===== config.mk =====
export PLATFORM = sky130hd
export DESIGN_NAME = bpr_queue
export DESIGN_NICKNAME = d
export VERILOG_FILES = /design/src/design/bpr_pkg.sv /design/src/design/bpr_queue.sv
export SDC_FILE = /design/constraint.sdc
export NUM_CORES = 1
export LEC_CHECK = 0
export BUFFER_PORTS_ARGS = -buffer_cell sky130_fd_sc_hd__buf_2
export CAP_MARGIN = 10
export CORE_MARGIN = 8
export CORE_UTILIZATION = 40
export DETAILED_ROUTE_END_ITERATION = 10
export HOLD_SLACK_MARGIN = 0.1
export PLACE_DENSITY_LB_ADDON = 0.25
export SLEW_MARGIN = 20
export SYNTH_ARGS = -nofsm -noshare
export SYNTH_HDL_FRONTEND = slang
export SYNTH_SLANG_ARGS = --single-unit

===== constraint.sdc =====
create_clock -name clk -period 3.3 [get_ports clk]
set_clock_uncertainty 0.2 [all_clocks]
set_input_delay 0.66 -clock clk [delete_from_list [all_inputs] [get_ports clk]]
set_output_delay 0.66 -clock clk [all_outputs]
set_load 0.05 [all_outputs]

===== src/design/bpr_pkg.sv =====
package bpr_pkg;

  localparam int SAMPLE_W = 16;
  localparam int FX_W = 17;
  localparam int H_W = 34;
  localparam int CFG_IDX_W = 3;
  localparam int CFG_DATA_W = 21;
  localparam logic [FX_W-1:0] ONE_Q16 = 17'h10000;

  localparam logic [CFG_IDX_W-1:0] CFG_IN_WIDTH = 3'd0;
  localparam logic [CFG_IDX_W-1:0] CFG_IN_HEIGHT = 3'd1;
  localparam logic [CFG_IDX_W-1:0] CFG_OUT_WIDTH = 3'd2;
  localparam logic [CFG_IDX_W-1:0] CFG_OUT_HEIGHT = 3'd3;
  localparam logic [CFG_IDX_W-1:0] CFG_INV_SCALE_X = 3'd4;
  localparam logic [CFG_IDX_W-1:0] CFG_INV_SCALE_Y = 3'd5;

  localparam int MODE_LOAD = 0;

endpackage


===== src/design/bpr_queue.sv =====
module bpr_queue #(
  parameter int W = 8
) (
  input  logic clk,
  input  logic rst,
  input  logic push_valid,
  output logic push_ready,
  input  logic [W-1:0] push_data,
  output logic pop_valid,
  input  logic pop_ready,
  output logic [W-1:0] pop_data
);
  import bpr_pkg::*;

  logic [W-1:0] slots [2];
  logic wr_ptr, rd_ptr;
  logic [1:0] count;
  logic do_push, do_pop;

  assign push_ready = (count != 2'd2);
  assign pop_valid = (count != 2'd0);
  assign pop_data = slots[rd_ptr];
  assign do_push = push_valid && push_ready;
  assign do_pop = pop_valid && pop_ready;

  always_ff @(posedge clk) begin
    if (rst) begin
      wr_ptr <= 1'b0;
      rd_ptr <= 1'b0;
      count <= 2'd0;
    end else begin
      if (do_push) wr_ptr <= ~wr_ptr;
      if (do_pop) rd_ptr <= ~rd_ptr;
      if (do_push && !do_pop) count <= count + 2'd1;
      else if (do_pop && !do_push) count <= count - 2'd1;
    end
  end

  always_ff @(posedge clk) begin
    if (do_push) slots[wr_ptr] <= push_data;
  end

endmodule


Word level (Yosys, flattened, before mapping)
Memory sizes are Yosys's and may differ from the RTL's. A register that Yosys moved wholly into a read port is not among the register bits.
Index checks and enable logic that the tools add are counted.
W data, S select, Z words.
- bits in registers: 4
- bits in writable memories: 16
- input bits: 12
- logic and storage cells: 23
- memories kept: 1
- $add $sub $neg: 2
- equality and inequality tests: 1
- multiplexer cells: 6
- bitwise gates (word level): 2
- reductions and logical operators: 8
- memory list (memory ; depth ; width ; read ports ; clocked after memory_dff ; write ports ; line ; text):
    slots ; 2 ; 8 ; 1 ; 1 ; 1 ; bpr_queue.sv:15 ; logic [W-1:0] slots [2];
- operators by type and width (cell ; number):
    $logic_and A1 B1 Y1 ; 4
    $mux W1 ; 4
    $mux W2 ; 2
    $reduce_bool A2 Y1 ; 2
    $add A2 B1 Y2 const B ; 1
    $logic_not A1 Y1 ; 2
    $ne A2 B2 Y1 const B ; 1
    $not A1 Y1 ; 2
    $sub A2 B1 Y2 const B ; 1

Logic depth before layout (Yosys ltp)
- depth after elaboration: 6
- mapped depth: 6

Worst setup path after synthesis
Ideal clock, no wire load.
- kind: register to register
- start: register count[0]
- end: register count[1]
- setup time: 70 ps
- arrival: 1835 ps
- required time: 3030 ps
- slack: 1195 ps
- cell stages (with the launch flop): 6
- path buffers: 0
- clock period less this slack: 2105 ps
- cells stage by stage: dfxtp_1 -> nand2b_1 -> and2_1 -> ha_1 -> or3_1 -> a21oi_1
- word-level cells in the longest chain between the ends: 5
- ends and longest elaborated chain (element ; line ; text):
    from (decl) ; bpr_queue.sv:17 ; logic [1:0] count;
    from (signal assigned) ; bpr_queue.sv:34 ; if (do_push && !do_pop) count <= count + 2'd1;
    from (signal assigned) ; bpr_queue.sv:35 ; else if (do_pop && !do_push) count <= count - 2'd1;
    $ne A2 B2 Y1 * ; bpr_queue.sv:20 ; assign push_ready = (count != 2'd2);
    named net push_ready ; bpr_queue.sv:7 ; output logic push_ready,
    $logic_and A1 B1 Y1 * ; bpr_queue.sv:23 ; assign do_push = push_valid && push_ready;
    named net do_push ; bpr_queue.sv:18 ; logic do_push, do_pop;
    $logic_not A1 Y1 ; bpr_queue.sv:35 ;
    $logic_and A1 B1 Y1 ; bpr_queue.sv:35 ;
    $reduce_bool A2 Y1 (no source line) ; -- ;
The timed path passes the listed nets; every way through them passes the cells marked *. The select of a mux whose other input is x is not followed.
A chain may end at the register's enable or synchronous reset.

==> flow_metrics.env <==
export IMPL_min_path_type="register to register"
export IMPL_grt_ovfl_total=0
export IMPL_finalSetupViolCount=0
export IMPL_ys_seq_area_frac=0.7273
export IMPL_drt_iter0_drc=6
export IMPL_grt_max_degree=12
export IMPL_numCtsBuffers=3
export IMPL_status="finished clean"
export IMPL_routedWlPerCell_microns=12.25
export IMPL_synth_avg_cell_area_sq_um=16.29
export IMPL_max_stage_delay_ns=0.56
export IMPL_dr_pass1_iters=3
export IMPL_power_mw=0.8202
export IMPL_grt_use_total=0.07716
export IMPL_path_buf_inv=1
export IMPL_finalNetCount=87
export IMPL_p_comb_frac=0.409
export IMPL_post_cts_buffers=0
export IMPL_numPortBuffers=21
export IMPL_cts_sinks=21
export IMPL_grt_first_pass_wirelength_microns=1987
export IMPL_synth_largest_area_cell="edfxtp_1"
export IMPL_synth_top_cell_area_share=0.6019
export IMPL_fmax_ghz=0.4352
export IMPL_die_y_microns=60.67
export IMPL_final_antenna_net_count=0
export IMPL_critPathKind="register to primary output"
export IMPL_p_per_area_nw_per_um2=855.7
export IMPL_avgViaCountPerCell=4.650
export IMPL_pwr_share_seq=0.448
export IMPL_die_area_sq_um=3681
export IMPL_crit_family="flip-flops"
export IMPL_antenna_found_initial=0
export IMPL_core_area_sq_um=1922
export IMPL_min_path_cells=2
export IMPL_clkLatencyLatePin_ns=0.29
export IMPL_p_sw_mw=0.3329
export IMPL_cp_cell_sequence="mux2_2 -> buf_2"
export IMPL_relSlewSlack=0.7429
export IMPL_root_buffer="clkbuf_4"
export IMPL_cp_depth=2
export IMPL_clkTransAtPathRegs_ns=0.10
export IMPL_slew_viol_final=0
export IMPL_n_antenna_cell=0
export IMPL_synth_cell_types=17
export IMPL_worstSetupEndpointType="primary output"
export IMPL_crit_path_start_kind="register"
export IMPL_post_route_min_period_ns=2.298
export IMPL_finalHoldViolations=0
export IMPL_initial_core_util=0.4154
export IMPL_period_share=0.6964
export IMPL_regArea_sq_um=580.6
export IMPL_cts_tree="built"
export IMPL_syn_to_final_growth_pct=20.06
export IMPL_yosysWarnings=0
export IMPL_cts_buffer_depth=2
export IMPL_clockPowerShare=0.142
export IMPL_syn_inst=49
export IMPL_yosys_top_cells_area="edfxtp_1, dfxtp_1, mux2_2, xor2_1, ha_1"
export IMPL_p_sw_frac=0.4059
export IMPL_max_cap_violations=0
export IMPL_fp_dieW_microns=60.67
export IMPL_worst_pin_slew_ns=0.3856
export IMPL_hold_buffers=0
export IMPL_gp_congestion=0.7456
export IMPL_synth_area_sq_um=798.3
export IMPL_arrival_ns=1.44
export IMPL_final_setup_tns_ns=0
export IMPL_cts_resized=0
export IMPL_slowest_stage="dfxtp_1"
export IMPL_rows=16
export IMPL_critPathMaxFanout=8
export IMPL_rsz0062_at_grt="false"
export IMPL_required_ns=2.44
export IMPL_drive_above_1_share=0.4658
export IMPL_drcViolationCount=0
export IMPL_cts_max_level=1
export IMPL_drt_total_wl_microns=1225
export IMPL_ys_seq_elements=21
export IMPL_peakVddDrop_v=0.0004786
export IMPL_grt_pass1_vias=464
export IMPL_p_int_mw=0.4872
export IMPL_multiInputGateArea_sq_um=209.0
export IMPL_ios=22
export IMPL_rr_worst_depth=5
export IMPL_vias=465
export IMPL_dp_hpwl_microns=880.2
export IMPL_power_leakage_nw=0.3781
export IMPL_synthesis_nets=62
export IMPL_fill_cells=189
## power groups by stage
stage          combinational [mW]  clock, mW  sequential [mW]
2_1_floorplan               0.288          0            0.356
3_3_place_gp                0.336          0            0.373
3_5_place_dp                0.339          0            0.374
4_1_cts                     0.340      0.121            0.369
5_1_grt                     0.357      0.131            0.377
6_report                    0.336      0.117            0.368
## Yosys cell counts
master and n:
nand3b_1 1, and2_1 1, inv_1 1, a21oi_1 2, or2_2 1, edfxtp_1 16, a21bo_2 1, nand2b_1 1
nor2_1 3, and3_1 1, or3_1 1, o21ai_0 2, buf_2 1, ha_1 1, mux2_2 8, dfxtp_1 5
xor2_1 3
## tightest hold or removal path: stages (launching register included)
cell	delay, ns
dfxtp_1	0.34
xor2_1	0.08
nor2_1	0.07
## layer usage
layer  up-vias  part of all wire  track usage
li1        228                 -            -
met1       219              0.42      0.07935
met2        14              0.47       0.1237
met3         4             0.074      0.02966
met4         0             0.029      0.05980
met5         -                 0            0
## worst paths after layout
kind,startpoint,endpoint,slack [ns]
setup / recovery,register,pop_data[1],1.00
hold / removal,rd_ptr,rd_ptr,0.32
hold reg to reg,rd_ptr,rd_ptr,0.32
setup reg to reg,count[0],count[1],1.45
## kinds of logic (layout without fill, tap and decap cells)
group | Yosys count | in the layout | share of synthesized area
compound gates | 5 | 5 | 0.03762
xor+xnor | 3 | 3 | 0.03292
fa+ha+maj | 1 | 1 | 0.01567
buf+inv | 2 | 26 | 0.01096
flops | 21 | 21 | 0.7273
mux | 8 | 8 | 0.1129
simple gates | 9 | 9 | 0.06272
## cells in the final DEF, fill, tap and decap left out, drive strengths merged
cell type and count:
or2 1, a21oi 2, nor2 3, o21ai 2, mux2 8, nand3b 1, a21bo 1, inv 1
buf 21, xor2 3, clkbuf 4, edfxtp 16, nand2b 1, or3 1, and2 1, dfxtp 5
ha 1, and3 1
## area by class of cell
cell class | instances | share of cell area
well taps | 27 | 0.03525
flip-flops and latches | 21 | 0.6057
repair buffers | 21 | 0.1097
clock buffers | 4 | 0.02742
inverters | 1 | 0.003916
multi-input cells | 26 | 0.2180
## metrics by stage
stage,setup WS (ns),instance area (sq um),hold slack (ns),cells,util
4_1_cts,0.9769,958.4,0.3247,100,0.4987
6_report,1.002,958.4,0.3166,100,0.4987
2_1_floorplan,1.195,798.3,0.2705,49,-
3_5_place_dp,1.281,932.1,0.2912,96,0.4850
3_3_place_gp,1.313,932.1,0.2851,96,0.4850
5_1_grt,0.9192,958.4,0.3319,100,0.4987
## flip-flops by register name (all words and copies together) (netlist names), named ones only
signal and flops:
rd_ptr 1, wr_ptr 1, slots 16, count 2
Note: power is estimated with default switching activity, not from simulation.
