### src/design/bpr_pkg.sv
package bpr_pkg;

  localparam int SAMPLE_W = 16;
  localparam int FX_W = 17;
  localparam int H_W = 34;
  localparam int CFG_IDX_W = 3;
  localparam int CFG_DATA_W = 21;
  localparam logic [FX_W-1:0] ONE_Q16 = 17'h10000;

  localparam logic [CFG_IDX_W-1:0] CFG_IN_WIDTH = 3'd0;
  localparam logic [CFG_IDX_W-1:0] CFG_IN_HEIGHT = 3'd1;
  localparam logic [CFG_IDX_W-1:0] CFG_OUT_WIDTH = 3'd2;
  localparam logic [CFG_IDX_W-1:0] CFG_OUT_HEIGHT = 3'd3;
  localparam logic [CFG_IDX_W-1:0] CFG_INV_SCALE_X = 3'd4;
  localparam logic [CFG_IDX_W-1:0] CFG_INV_SCALE_Y = 3'd5;

  localparam int MODE_LOAD = 0;

endpackage

### src/design/bpr_channels.sv
interface bpr_in_if;
  logic valid;
  logic ready;
  logic mode;
  logic signed [15:0] sample;
  modport source(output valid, output mode, output sample, input ready);
  modport sink(input valid, input mode, input sample, output ready);
endinterface


### src/design/bpr_front.sv
module bpr_front #(
  parameter int MAX_IN_WIDTH = 256,
  parameter int MAX_IN_HEIGHT = 256,
  parameter int MAX_OUT_WIDTH = 1024,
  parameter int MAX_OUT_HEIGHT = 1024,
  parameter int AW = 16,
  parameter int IWW = 9,
  localparam int CMD_W = 2 + bpr_pkg::SAMPLE_W + AW + IWW + 2 * bpr_pkg::FX_W
) (
  input  logic clk,
  input  logic rst,
  input  logic cfg_we,
  input  logic [bpr_pkg::CFG_IDX_W-1:0] cfg_index,
  input  logic [bpr_pkg::CFG_DATA_W-1:0] cfg_data,
  bpr_in_if.sink items,
  output logic push_valid,
  input  logic push_ready,
  output logic [CMD_W-1:0] push_data
);
  import bpr_pkg::*;

  localparam int DEPTH = MAX_IN_WIDTH * MAX_IN_HEIGHT;
  localparam int IHW = $clog2(MAX_IN_HEIGHT + 1);
  localparam int CW = $clog2(MAX_OUT_WIDTH + 1);
  localparam int RW = $clog2(MAX_OUT_HEIGHT + 1);
  localparam int PXW = CW + 21;
  localparam int PYW = RW + 21;

  typedef enum logic [2:0] {
    F_IDLE = 3'b001,
    F_LOC  = 3'b010,
    F_PUSH = 3'b100
  } fstate_t;

  typedef struct packed {
    logic is_load;
    logic last;
    logic signed [SAMPLE_W-1:0] sample;
    logic [AW-1:0] a0;
    logic [IWW-1:0] iw;
    logic [FX_W-1:0] fx;
    logic [FX_W-1:0] fy;
  } cmd_t;

  fstate_t state;
  cmd_t cmd;
  logic [8:0] in_width, in_height;
  logic [10:0] out_width, out_height;
  logic [20:0] inv_scale_x, inv_scale_y;
  logic [IWW-1:0] iw;
  logic [IHW-1:0] ih;
  logic [CW-1:0] ow, col, col_eff, col_inc, col_next;
  logic [RW-1:0] oh, row, row_tmp, row_eff, row_inc, row_next;
  logic [AW-1:0] lp;
  logic [AW:0] lp_inc;
  logic [PXW-1:0] px;
  logic [PYW-1:0] py;
  logic [PXW-17:0] ipx;
  logic [PYW-17:0] ipy;
  logic [IWW-1:0] sx;
  logic [IHW-1:0] sy;
  logic [FX_W-1:0] fx, fy;
  logic last_hit, accept;

  assign accept = items.valid && items.ready;
  assign items.ready = (state == F_IDLE);
  assign push_valid = (state == F_PUSH);
  assign push_data = cmd;

  always_comb begin
    if (32'(in_width) < 32'd2) iw = IWW'(2);
    else if (32'(in_width) > 32'(MAX_IN_WIDTH)) iw = IWW'(MAX_IN_WIDTH);
    else iw = IWW'(in_width);
    if (32'(in_height) < 32'd2) ih = IHW'(2);
    else if (32'(in_height) > 32'(MAX_IN_HEIGHT)) ih = IHW'(MAX_IN_HEIGHT);
    else ih = IHW'(in_height);
    if (out_width == 11'd0) ow = CW'(1);
    else if (32'(out_width) > 32'(MAX_OUT_WIDTH)) ow = CW'(MAX_OUT_WIDTH);
    else ow = CW'(out_width);
    if (out_height == 11'd0) oh = RW'(1);
    else if (32'(out_height) > 32'(MAX_OUT_HEIGHT)) oh = RW'(MAX_OUT_HEIGHT);
    else oh = RW'(out_height);
  end

  always_comb begin
    if (col >= ow) begin
      col_eff = '0;
      row_tmp = row + RW'(1);
    end else begin
      col_eff = col;
      row_tmp = row;
    end
    row_eff = (row_tmp >= oh) ? '0 : row_tmp;
    last_hit = (col_eff == ow - CW'(1)) && (row_eff == oh - RW'(1));
    col_inc = col_eff + CW'(1);
    row_inc = row_eff + RW'(1);
    if (col_inc >= ow) begin
      col_next = '0;
      row_next = (row_inc >= oh) ? '0 : row_inc;
    end else begin
      col_next = col_inc;
      row_next = row_eff;
    end
    lp_inc = {1'b0, lp} + (AW + 1)'(1);
  end

  always_comb begin
    ipx = px[PXW-1:16];
    ipy = py[PYW-1:16];
    if (32'(ipx) >= 32'(iw) - 32'd1) begin
      sx = iw - IWW'(2);
      fx = ONE_Q16;
    end else begin
      sx = IWW'(ipx);
      fx = {1'b0, px[15:0]};
    end
    if (32'(ipy) >= 32'(ih) - 32'd1) begin
      sy = ih - IHW'(2);
      fy = ONE_Q16;
    end else begin
      sy = IHW'(ipy);
      fy = {1'b0, py[15:0]};
    end
  end

  always_ff @(posedge clk) begin
    if (rst) begin
      state <= F_IDLE;
      in_width <= 9'd2;
      in_height <= 9'd2;
      out_width <= 11'd1;
      out_height <= 11'd1;
      inv_scale_x <= 21'h10000;
      inv_scale_y <= 21'h10000;
      col <= '0;
      row <= '0;
      lp <= '0;
    end else begin
      if (cfg_we) begin
        case (cfg_index)
          CFG_IN_WIDTH: in_width <= cfg_data[8:0];
          CFG_IN_HEIGHT: in_height <= cfg_data[8:0];
          CFG_OUT_WIDTH: out_width <= cfg_data[10:0];
          CFG_OUT_HEIGHT: out_height <= cfg_data[10:0];
          CFG_INV_SCALE_X: inv_scale_x <= cfg_data;
          CFG_INV_SCALE_Y: inv_scale_y <= cfg_data;
          default: ;
        endcase
      end
      case (state)
        F_IDLE: begin
          if (accept) begin
            if (items.mode == 1'(MODE_LOAD)) begin
              if (32'(lp_inc) >= 32'(iw) * 32'(ih) || 32'(lp_inc) >= 32'(DEPTH)) begin
                lp <= '0;
              end else begin
                lp <= AW'(lp_inc);
              end
              state <= F_PUSH;
            end else begin
              col <= col_next;
              row <= row_next;
              state <= F_LOC;
            end
          end
        end
        F_LOC: state <= F_PUSH;
        F_PUSH: begin
          if (push_ready) state <= F_IDLE;
        end
        default: state <= F_IDLE;
      endcase
    end
  end

  always_ff @(posedge clk) begin
    if (state == F_IDLE && accept) begin
      cmd.is_load <= (items.mode == 1'(MODE_LOAD));
      cmd.sample <= items.sample;
      cmd.a0 <= lp;
      cmd.last <= last_hit;
      px <= PXW'(col_eff) * PXW'(inv_scale_x);
      py <= PYW'(row_eff) * PYW'(inv_scale_y);
    end
    if (state == F_LOC) begin
      cmd.a0 <= AW'(32'(sy) * 32'(iw) + 32'(sx));
      cmd.iw <= iw;
      cmd.fx <= fx;
      cmd.fy <= fy;
    end
  end

endmodule

### src/flat_wrapper.sv
// flat-port wrapper written by rule: the top's interface ports become plain ports
module bpr_front_flat import bpr_pkg::*;
#(
  parameter int MAX_IN_WIDTH = 256,
  parameter int MAX_IN_HEIGHT = 256,
  parameter int MAX_OUT_WIDTH = 1024,
  parameter int MAX_OUT_HEIGHT = 1024,
  parameter int AW = 16,
  parameter int IWW = 9,
  localparam int CMD_W = 2 + bpr_pkg::SAMPLE_W + AW + IWW + 2 * bpr_pkg::FX_W
)
  (clk, rst, cfg_we, cfg_index, cfg_data, push_valid, push_ready, push_data, items_valid, items_mode, items_sample, items_ready);
  bpr_in_if items_i ();
  input  logic clk;
  input  logic rst;
  input  logic cfg_we;
  input  logic [bpr_pkg::CFG_IDX_W-1:0] cfg_index;
  input  logic [bpr_pkg::CFG_DATA_W-1:0] cfg_data;
  output logic push_valid;
  input  logic push_ready;
  output logic [CMD_W-1:0] push_data;
  input wire logic [$bits(items_i.valid)-1:0] items_valid;
  input wire logic [$bits(items_i.mode)-1:0] items_mode;
  input wire logic [$bits(items_i.sample)-1:0] items_sample;
  output wire logic [$bits(items_i.ready)-1:0] items_ready;
  assign items_i.valid = items_valid;
  assign items_i.mode = items_mode;
  assign items_i.sample = items_sample;
  assign items_ready = items_i.ready;
  bpr_front #(.MAX_IN_WIDTH(MAX_IN_WIDTH), .MAX_IN_HEIGHT(MAX_IN_HEIGHT), .MAX_OUT_WIDTH(MAX_OUT_WIDTH), .MAX_OUT_HEIGHT(MAX_OUT_HEIGHT), .AW(AW), .IWW(IWW)) u_core (.clk(clk), .rst(rst), .cfg_we(cfg_we), .cfg_index(cfg_index), .cfg_data(cfg_data), .items(items_i), .push_valid(push_valid), .push_ready(push_ready), .push_data(push_data));
endmodule
### config.mk
export PLATFORM = sky130hd
export DESIGN_NAME = bpr_front_flat
export DESIGN_NICKNAME = d
export VERILOG_FILES = /design/src/design/bpr_pkg.sv /design/src/design/bpr_channels.sv /design/src/design/bpr_front.sv /design/src/flat_wrapper.sv
export SDC_FILE = /design/constraint.sdc
export NUM_CORES = 2
export LEC_CHECK = 0
export BUFFER_PORTS_ARGS = -buffer_cell sky130_fd_sc_hd__buf_2
export CORE_AREA = 2 2 278 349
export CTS_CLUSTER_DIAMETER = 60
export DETAILED_ROUTE_END_ITERATION = 7
export DIE_AREA = 0 0 280 351
export GPL_ROUTABILITY_DRIVEN = 0
export GPL_TIMING_DRIVEN = 0
export MAX_ROUTING_LAYER = met4
export PLACE_DENSITY = 0.54
export SLEW_MARGIN = 0
export SYNTH_ARGS = -nofsm -noshare
export SYNTH_HDL_FRONTEND = slang
export SYNTH_SLANG_ARGS = --single-unit
### constraint.sdc
create_clock -name clk -period 13.8 [get_ports clk]
set_input_delay 2.76 -clock clk [delete_from_list [all_inputs] [get_ports clk]]
set_output_delay 2.76 -clock clk [all_outputs]
set_load 0.1 [all_outputs]
# Word level (Yosys, flattened, before mapping)
# Cells that the tools add are included.
[word_totals]
register_bits = 264
inputBits = 46
out_inout_bits = 79
elab_cells = 105
[op_classes]
add_sub_neg = 11
n_mul = 4
order_cmp = 14
n_eq_ne = 12
muxes = 25
bitwise_logic = 1
reduce_logical = 17
[op_table]
columns = ["cell", "n"]
rows = [
  ["2-to-1 mux 11 bit", 10],
  [">= comparator 16 x 32 -> 1 bit", 2],
  ["multiplier 11 x 21 -> 32 bit", 2],
  ["2-to-1 mux 59 bit", 1],
  ["2-to-1 mux 9 bit", 6],
  [">= comparator 11 bit", 4],
  ["2-to-1 mux 17 bit", 2],
  ["adder 11 x 1 -> 11 bit (second input constant)", 3],
  ["2-to-1 mux 16 bit", 2],
  ["== test 11 bit", 2],
  ["greater-than comparator 11 bit (second input constant)", 2],
  ["logical NOT 11 bit", 2],
  ["subtractor 11 x 1 -> 11 bit (second input constant)", 2],
  ["subtractor 9 x 1 -> 10 bit (second input constant)", 2],
  [">= comparator 17 x 18 -> 1 bit", 1],
  ["greater-than comparator 9 bit (second input constant)", 2],
  ["< comparator 9 x 2 -> 1 bit (second input constant)", 2],
  ["multiplier 9 x 9 -> 18 bit", 1],
  ["subtractor 9 x 2 -> 9 bit (second input constant)", 2],
  ["adder 16 x 1 -> 17 bit (second input constant)", 1],
  [">= comparator 17 bit (second input constant)", 1],
  ["adder 16 x 9 -> 16 bit", 1],
  ["multiplier 9 x 9 -> 16 bit", 1],
  ["AND reduction 2 bit", 7],
  ["13 further kinds", 23],
]

# Logic depth before layout (Yosys ltp)
[depth]
ltp_word = 11
ltp_mapped = 45
ltp_nobuf = 41

# Worst setup path after synthesis
# Ideal clock, no wire load.
[synth_timing]
path_kind = "register -> register"
startpoint = "reg u_core.out_width[2]"
endpoint = "reg u_core.py[31] (data pin)"
setup_ps = 260
arrival_ps = 9395
t_required_ps = 13540
setup_slack_ps = 4145
stages_incl_launch_ff = 42
n_path_buf = 4
period_less_slack_ps = 9655
path_cell_list = "dfxtp_1 > nor4_2 > nand3_1 > o31ai_1 > nand2_1 > ha_1 > nand4_1 > o21a_1 > and2_4 > buf_6 > a21oi_4 > mux2i_1 > inv_1 > ha_1 > o21ai_0 > a31o_2 > a21oi_1 > o211ai_1 > [... 6 more ...] > fa_1 > fa_1 > fa_1 > inv_1 > fa_1 > inv_1 > ha_1 > clkbuf_1 > nand2_1 > o21ai_0 > o21ai_0 > and3b_1 > a21oi_1 > a21oi_1 > a21oi_1 > a21o_1 > a21oi_1 > xnor2_1"
[synth_between]
elab_chain_len = 8
elab_cells_between_ends = 9
classes_between = "mul (1); order compare (3); mux (4); reduce/logical (1)"
[synth_lines]
columns = ["element", "line", "text"]
rows = [
  ["start, declared", "bpr_front.sv:48", "logic [10:0] out_width, out_height;"],
  ["start signal, assigned", "bpr_front.sv:143", "CFG_OUT_WIDTH: out_width <= cfg_data[10:0];"],
  ["greater-than comparator 11 bit", "bpr_front.sv:78", "else if (32'(out_width) > 32'(MAX_OUT_WIDTH)) ow = CW'(MAX_OUT_WIDTH);"],
  ["2-to-1 mux 11 bit", "bpr_front.sv:78", ""],
  ["2-to-1 mux 11 bit *", "bpr_front.sv:77", "if (out_width == 11'd0) ow = CW'(1);"],
  [">= comparator 11 bit *", "bpr_front.sv:86", "if (col >= ow) begin"],
  ["2-to-1 mux 11 bit *", "bpr_front.sv:86", ""],
  [">= comparator 11 bit", "bpr_front.sv:93", "row_eff = (row_tmp >= oh) ? '0 : row_tmp;"],
  ["2-to-1 mux 11 bit *", "bpr_front.sv:93", ""],
  ["multiplier 11 x 21 -> 32 bit *", "bpr_front.sv:183", "py <= PYW'(row_eff) * PYW'(inv_scale_y);"],
  ["end signal, assigned", "bpr_front.sv:183", ""],
  ["end, declared", "bpr_front.sv:57", "logic [PYW-1:0] py;"],
]
# Every way passes the cells marked *; elsewhere a longest branch is shown, timed or not.
# A chain may end at the register's enable or synchronous reset.

# Final worst setup path
[layout_timing]
startpoint = "reg u_core.out_width[2]"
endpoint = "reg u_core.py[30] (data pin)"
# The elaborated chain is that of the path after synthesis.

==> summary by stage <==
Run status
The flow ran to the end, and the final reports show no timing, DRC or antenna violations.

Routing
After detailed routing, the total wire length is slightly below 100 mm. The detailed router finished its first iteration with 1,376 violations. In the final routed layout, each cell accounts on average for between 15 and 20 um. The via count is about 26,000. The DRC violations left is 0.

The post-detailed-route count of antenna-violating nets is 0. The via count normalized by instance count is 5.042. The first detailed-routing pass took 5 iterations.

STA
In the final timing run, aggregate negative setup slack is 0 ns. Derived from the worst setup path, the maximum achievable clock frequency is 79.06 MHz. The number of hold-slack violations in the final timing report was 0. Measured against its own limit, the worst slew margin works out to between 10% and 20%. Setup repair after global routing left no endpoint under its margin.

The clock period could shrink to about 13 ns. The final critical-path share of the clock period is between 90% and 100%. The max-slew violation total from the final report is 0.

The clock skew is 0.03411 ns. The post-route worst hold slack is roughly 0.46 ns. Setup violations remaining at the end of the flow were counted as 0. At the pin with the least slew margin, the transition time is 1.320 ns.

Finish
The layout net count is around 4,700. The area occupied by registers is between 6000 and 7000 um2. The area growth from synthesis to layout is 10.27%. In the layout the commonest cells are 660 x sky130_fd_sc_hd__nand2_1, 498 x sky130_fd_sc_hd__inv_1, 444 x sky130_fd_sc_hd__fa_1. The most common library cell in the layout ignoring fill and taps is sky130_fd_sc_hd__nand2_1. The combined area of the multi-input logic cells is between 20,000 and 25,000 um2. The ratio of cells with drive above 1 in the final layout is approximately 5.7%.

The layout has just under 10,000 filler cells.

Placed design
Input and output buffers added on the ports amount to between 100 and 150. The post-DP HPWL is 80.79 mm.

Logic synthesis
The synthesized netlist devotes between 30% and 40% of its cell area to adder and majority cells. The post-synthesis compound-gate area fraction is under 10%. The post-synthesis cell area is about 33,000 um2. The count of distinct cell types in the synthesized netlist is 79. The share of flip-flops with an asynchronous set or reset after synthesis is 0%. The proportion of synthesized area in mux cells is 0.5454%. The number of warnings printed during yosys synthesis is 0. The main combinational cell family by area after synthesis is adder cells.

Counting every instance in the synthesized netlist gives roughly 3,700. The post-synthesis simple-gate area fraction is 18.95%. The post-synth net total is roughly 4,500. Counting flops with a built-in enable in the synthesized netlist gives around 140. Sequential cells were found to cover 20.27% of the synthesized design area. In this run, synthesis produced a sequential element count of 264. Averaged over all synthesized cells, the footprint is between 8 and 9 um2.

Summing the areas of all xor and xnor instances in the mapped netlist gives under 10% of the synthesized area. In the synthesized netlist the dominant register cell turns out to be sky130_fd_sc_hd__edfxtp_1.

Setup path
The top cell family by delay on the critical path is adder cells. The required time reported for the critical path endpoint is 14.13 ns. STA classifies the critical path startpoint as a register. For the worst setup path, the data arrival time is approximately 13 ns. The worst-path maximum fanout is 10.

The number of buffers and inverters on the critical path is 7. The critical path class is register to register. The largest single stage delay on the critical path is 0.67 ns. Counting stages on the worst path, the most repeated cell is sky130_fd_sc_hd__fa_1. Among all stages on the critical path, the largest delay is contributed by sky130_fd_sc_hd__nor2b_1. The kind of end point of the critical path is a register.

CTS
Counting the buffers created by CTS gives 37. The clock passes through at most 3 buffers. The number of levels in the clock H-tree is 2.

The insertion delay of the later-clocked pin in the worst-skew pair is ~0.59 ns. The post-cts gate resize count is 0. TritonCTS built the clock tree. The clock root buffer is sky130_fd_sc_hd__clkbuf_16.

The TritonCTS sink count is about 260. The total of hold buffers inserted after clock tree synthesis is 0. The setup fix buffers added after clock tree synthesis is 0. Clock-pin slew was measured on the worst setup and hold paths at roughly 0.06 ns.

Floorplanning
The floorplan step set the die height to around 350 um. The region available for standard cell placement spans roughly 95,000 um2. The cell row count is around 130. For this configuration, the core starts out at a cell density of approximately a third. The floorplan die area is between 90,000 and 100,000 um2.

The die span in x is between 200 and 300 um. The top-level I/O count is approximately 130.

Power and ir drop
Dividing total power by cell area gives a power density of between 60 and 70 nW/um2. In this run the power spent charging and discharging nets is roughly 0.79 mW. The largest vdd supply drop is slightly above 0.09 mV. The switching part of the total power is 34.20%. Sequential cells burn between 30% and 40% of the power. Per report_power, the combinational group accounts for 22.1% of the total. Cell internal power was estimated by the tool at roughly 1.5 mW. The leakage power is 16.27 nW. The clock network is responsible for approximately two fifths of the overall power.

Global route
Summed over all layers, the global routing overflow is 0. Entering global routing, the biggest net connects between 50 and 60 pins. For this run, the total global-route usage over all layers was measured as 20.99%. The via count of the first global-routing pass is 27,180.

The number of antenna violations at the first check in global routing is 5. The first-pass GRT wire length is roughly 150 mm.

Worst hold path
In this run the worst hold path is classified as register to register.

Run
Max-cap violations in this run came to 0.
==> area by class of cell <==
class / instances / share of cell area (%)
multi-input cells: 2767 / 65.23
clock buffers: 43 / 2.689
clock inverters: 25 / 0.5289
repair buffers: 125 / 1.841
well taps: 1225 / 4.207
diodes: 5 / 0.03435
inverters: 503 / 5.193
flip-flops and latches: 264 / 18.38
plain buffers: 181 / 1.899
==> per-stage QoR <==
step	power [mW]	area (um2)	instances	worst slack (ns)	utilization, %
after floorplan	1.240	33040	3715	4.145	-
after global placement	1.404	35190	5063	1.306	36.97
after detailed placement	1.408	35250	5065	1.304	37.03
after CTS	2.352	36420	5133	1.275	38.26
after global routing	2.429	36430	5137	0.5158	38.27
final	2.321	36430	5138	1.152	38.27
==> cell usage after synthesis (5+ instances only) <==
cell type | count | area, um2
sky130_fd_sc_hd__fa_1 | 444 | 8889
sky130_fd_sc_hd__nor3_1 | 30 | 150.1
sky130_fd_sc_hd__o21ai_0 | 83 | 415.4
sky130_fd_sc_hd__a22oi_1 | 12 | 90.09
sky130_fd_sc_hd__nand2b_1 | 39 | 244.0
sky130_fd_sc_hd__o21bai_1 | 12 | 90.09
sky130_fd_sc_hd__nand2_1 | 660 | 2477
sky130_fd_sc_hd__xor2_1 | 49 | 429.2
sky130_fd_sc_hd__o2111ai_1 | 5 | 43.79
sky130_fd_sc_hd__o21ai_1 | 11 | 55.05
sky130_fd_sc_hd__nor2b_1 | 65 | 406.6
sky130_fd_sc_hd__nand3_1 | 56 | 280.3
sky130_fd_sc_hd__ha_1 | 327 | 4091
sky130_fd_sc_hd__a21o_1 | 41 | 307.8
sky130_fd_sc_hd__clkbuf_1 | 170 | 638.1
sky130_fd_sc_hd__a211o_1 | 5 | 43.79
sky130_fd_sc_hd__dfxtp_1 | 123 | 2462
sky130_fd_sc_hd__or3_1 | 10 | 62.56
sky130_fd_sc_hd__o41ai_1 | 6 | 52.55
sky130_fd_sc_hd__o31ai_1 | 9 | 67.56
sky130_fd_sc_hd__a211oi_1 | 24 | 180.2
sky130_fd_sc_hd__o21a_1 | 24 | 180.2
sky130_fd_sc_hd__mux2_2 | 7 | 78.83
sky130_fd_sc_hd__and2_1 | 131 | 819.5
sky130_fd_sc_hd__edfxtp_1 | 141 | 4234
sky130_fd_sc_hd__xnor2_1 | 111 | 972.2
sky130_fd_sc_hd__and3_1 | 106 | 663.1
sky130_fd_sc_hd__buf_1 | 6 | 22.52
sky130_fd_sc_hd__nand4_1 | 15 | 93.84
sky130_fd_sc_hd__inv_1 | 499 | 1873
sky130_fd_sc_hd__a31oi_1 | 11 | 68.82
sky130_fd_sc_hd__a21oi_1 | 183 | 915.9
sky130_fd_sc_hd__nor2_1 | 184 | 690.7
sky130_fd_sc_hd__mux2i_1 | 9 | 90.09
sky130_fd_sc_hd__o211ai_1 | 9 | 67.56
sky130_fd_sc_hd__nor4_1 | 10 | 62.56
sky130_fd_sc_hd__nand3b_1 | 7 | 52.55
==> per-layer routing <==
metal / GRT usage (%) / part of all wire (%) / wire [um]
met1: 24.75 / 41 / 40940
met2: 36.21 / 49 / 48320
met3: 2.982 / 5.5 / 5435
met4: 7.945 / 4.1 / 4020
met5: - / 0 / 0
==> power by group through the flow <==
stage	registers (mW)	logic, mW	clock network (mW)
after global placement	0.898	0.506	0
after floorplan	0.951	0.289	0
after global routing	0.882	0.563	0.983
after detailed placement	0.896	0.513	0
after CTS	0.879	0.516	0.958
final	0.879	0.514	0.928
==> cell families (layout without fill, tap and decap cells) <==
| logic type | count (synthesis) | in the layout |
|---|---|---|
| XOR/XNOR | 160 | 160 |
| adder cells (fa/ha/maj) | 771 | 771 |
| AO/OA/AOI/OAI | 474 | 474 |
| AND/OR/NAND/NOR | 1345 | 1345 |
| flip-flops | 264 | 264 |
| multiplexers | 17 | 17 |
| other | 0 | 5 |
| buffers and inverters | 684 | 877 |
==> flip-flops by register name, indices dropped and copies added (netlist names) <==
| register | cells |
|---|---|
| u_core.inv_scale_y | 21 |
| u_core.out_height | 11 |
| u_core.py | 32 |
| u_core.in_width | 9 |
| u_core.out_width | 11 |
| u_core.row | 11 |
| u_core.inv_scale_x | 21 |
| u_core.col | 11 |
| u_core.push_data | 77 |
| u_core.lp | 16 |
| u_core.state | 3 |
| u_core.in_height | 9 |
| u_core.px | 32 |
==> worst paths after layout <==
path         depth (start not counted)               endpoint                   from  slack, ns
max                                 41          u_core.py[30]    u_core.out_width[2]       1.15
min                                  2  u_core.inv_scale_y[3]  u_core.inv_scale_y[3]       0.46
min reg2reg                          2  u_core.inv_scale_y[3]  u_core.inv_scale_y[3]       0.46
max reg2reg                         41          u_core.py[30]    u_core.out_width[2]       1.15
==> worst min-delay path, delay by kind of cell, from the launching register on <==
| family | cells | cell delay [ns] |
|---|---|---|
| flip-flops | 1 | 0.31 |
| AO/OA/AOI/OAI | 1 | 0.05 |
| AND/OR/NAND/NOR | 1 | 0.05 |
No activity file was read; power rests on OpenSTA's default activity.
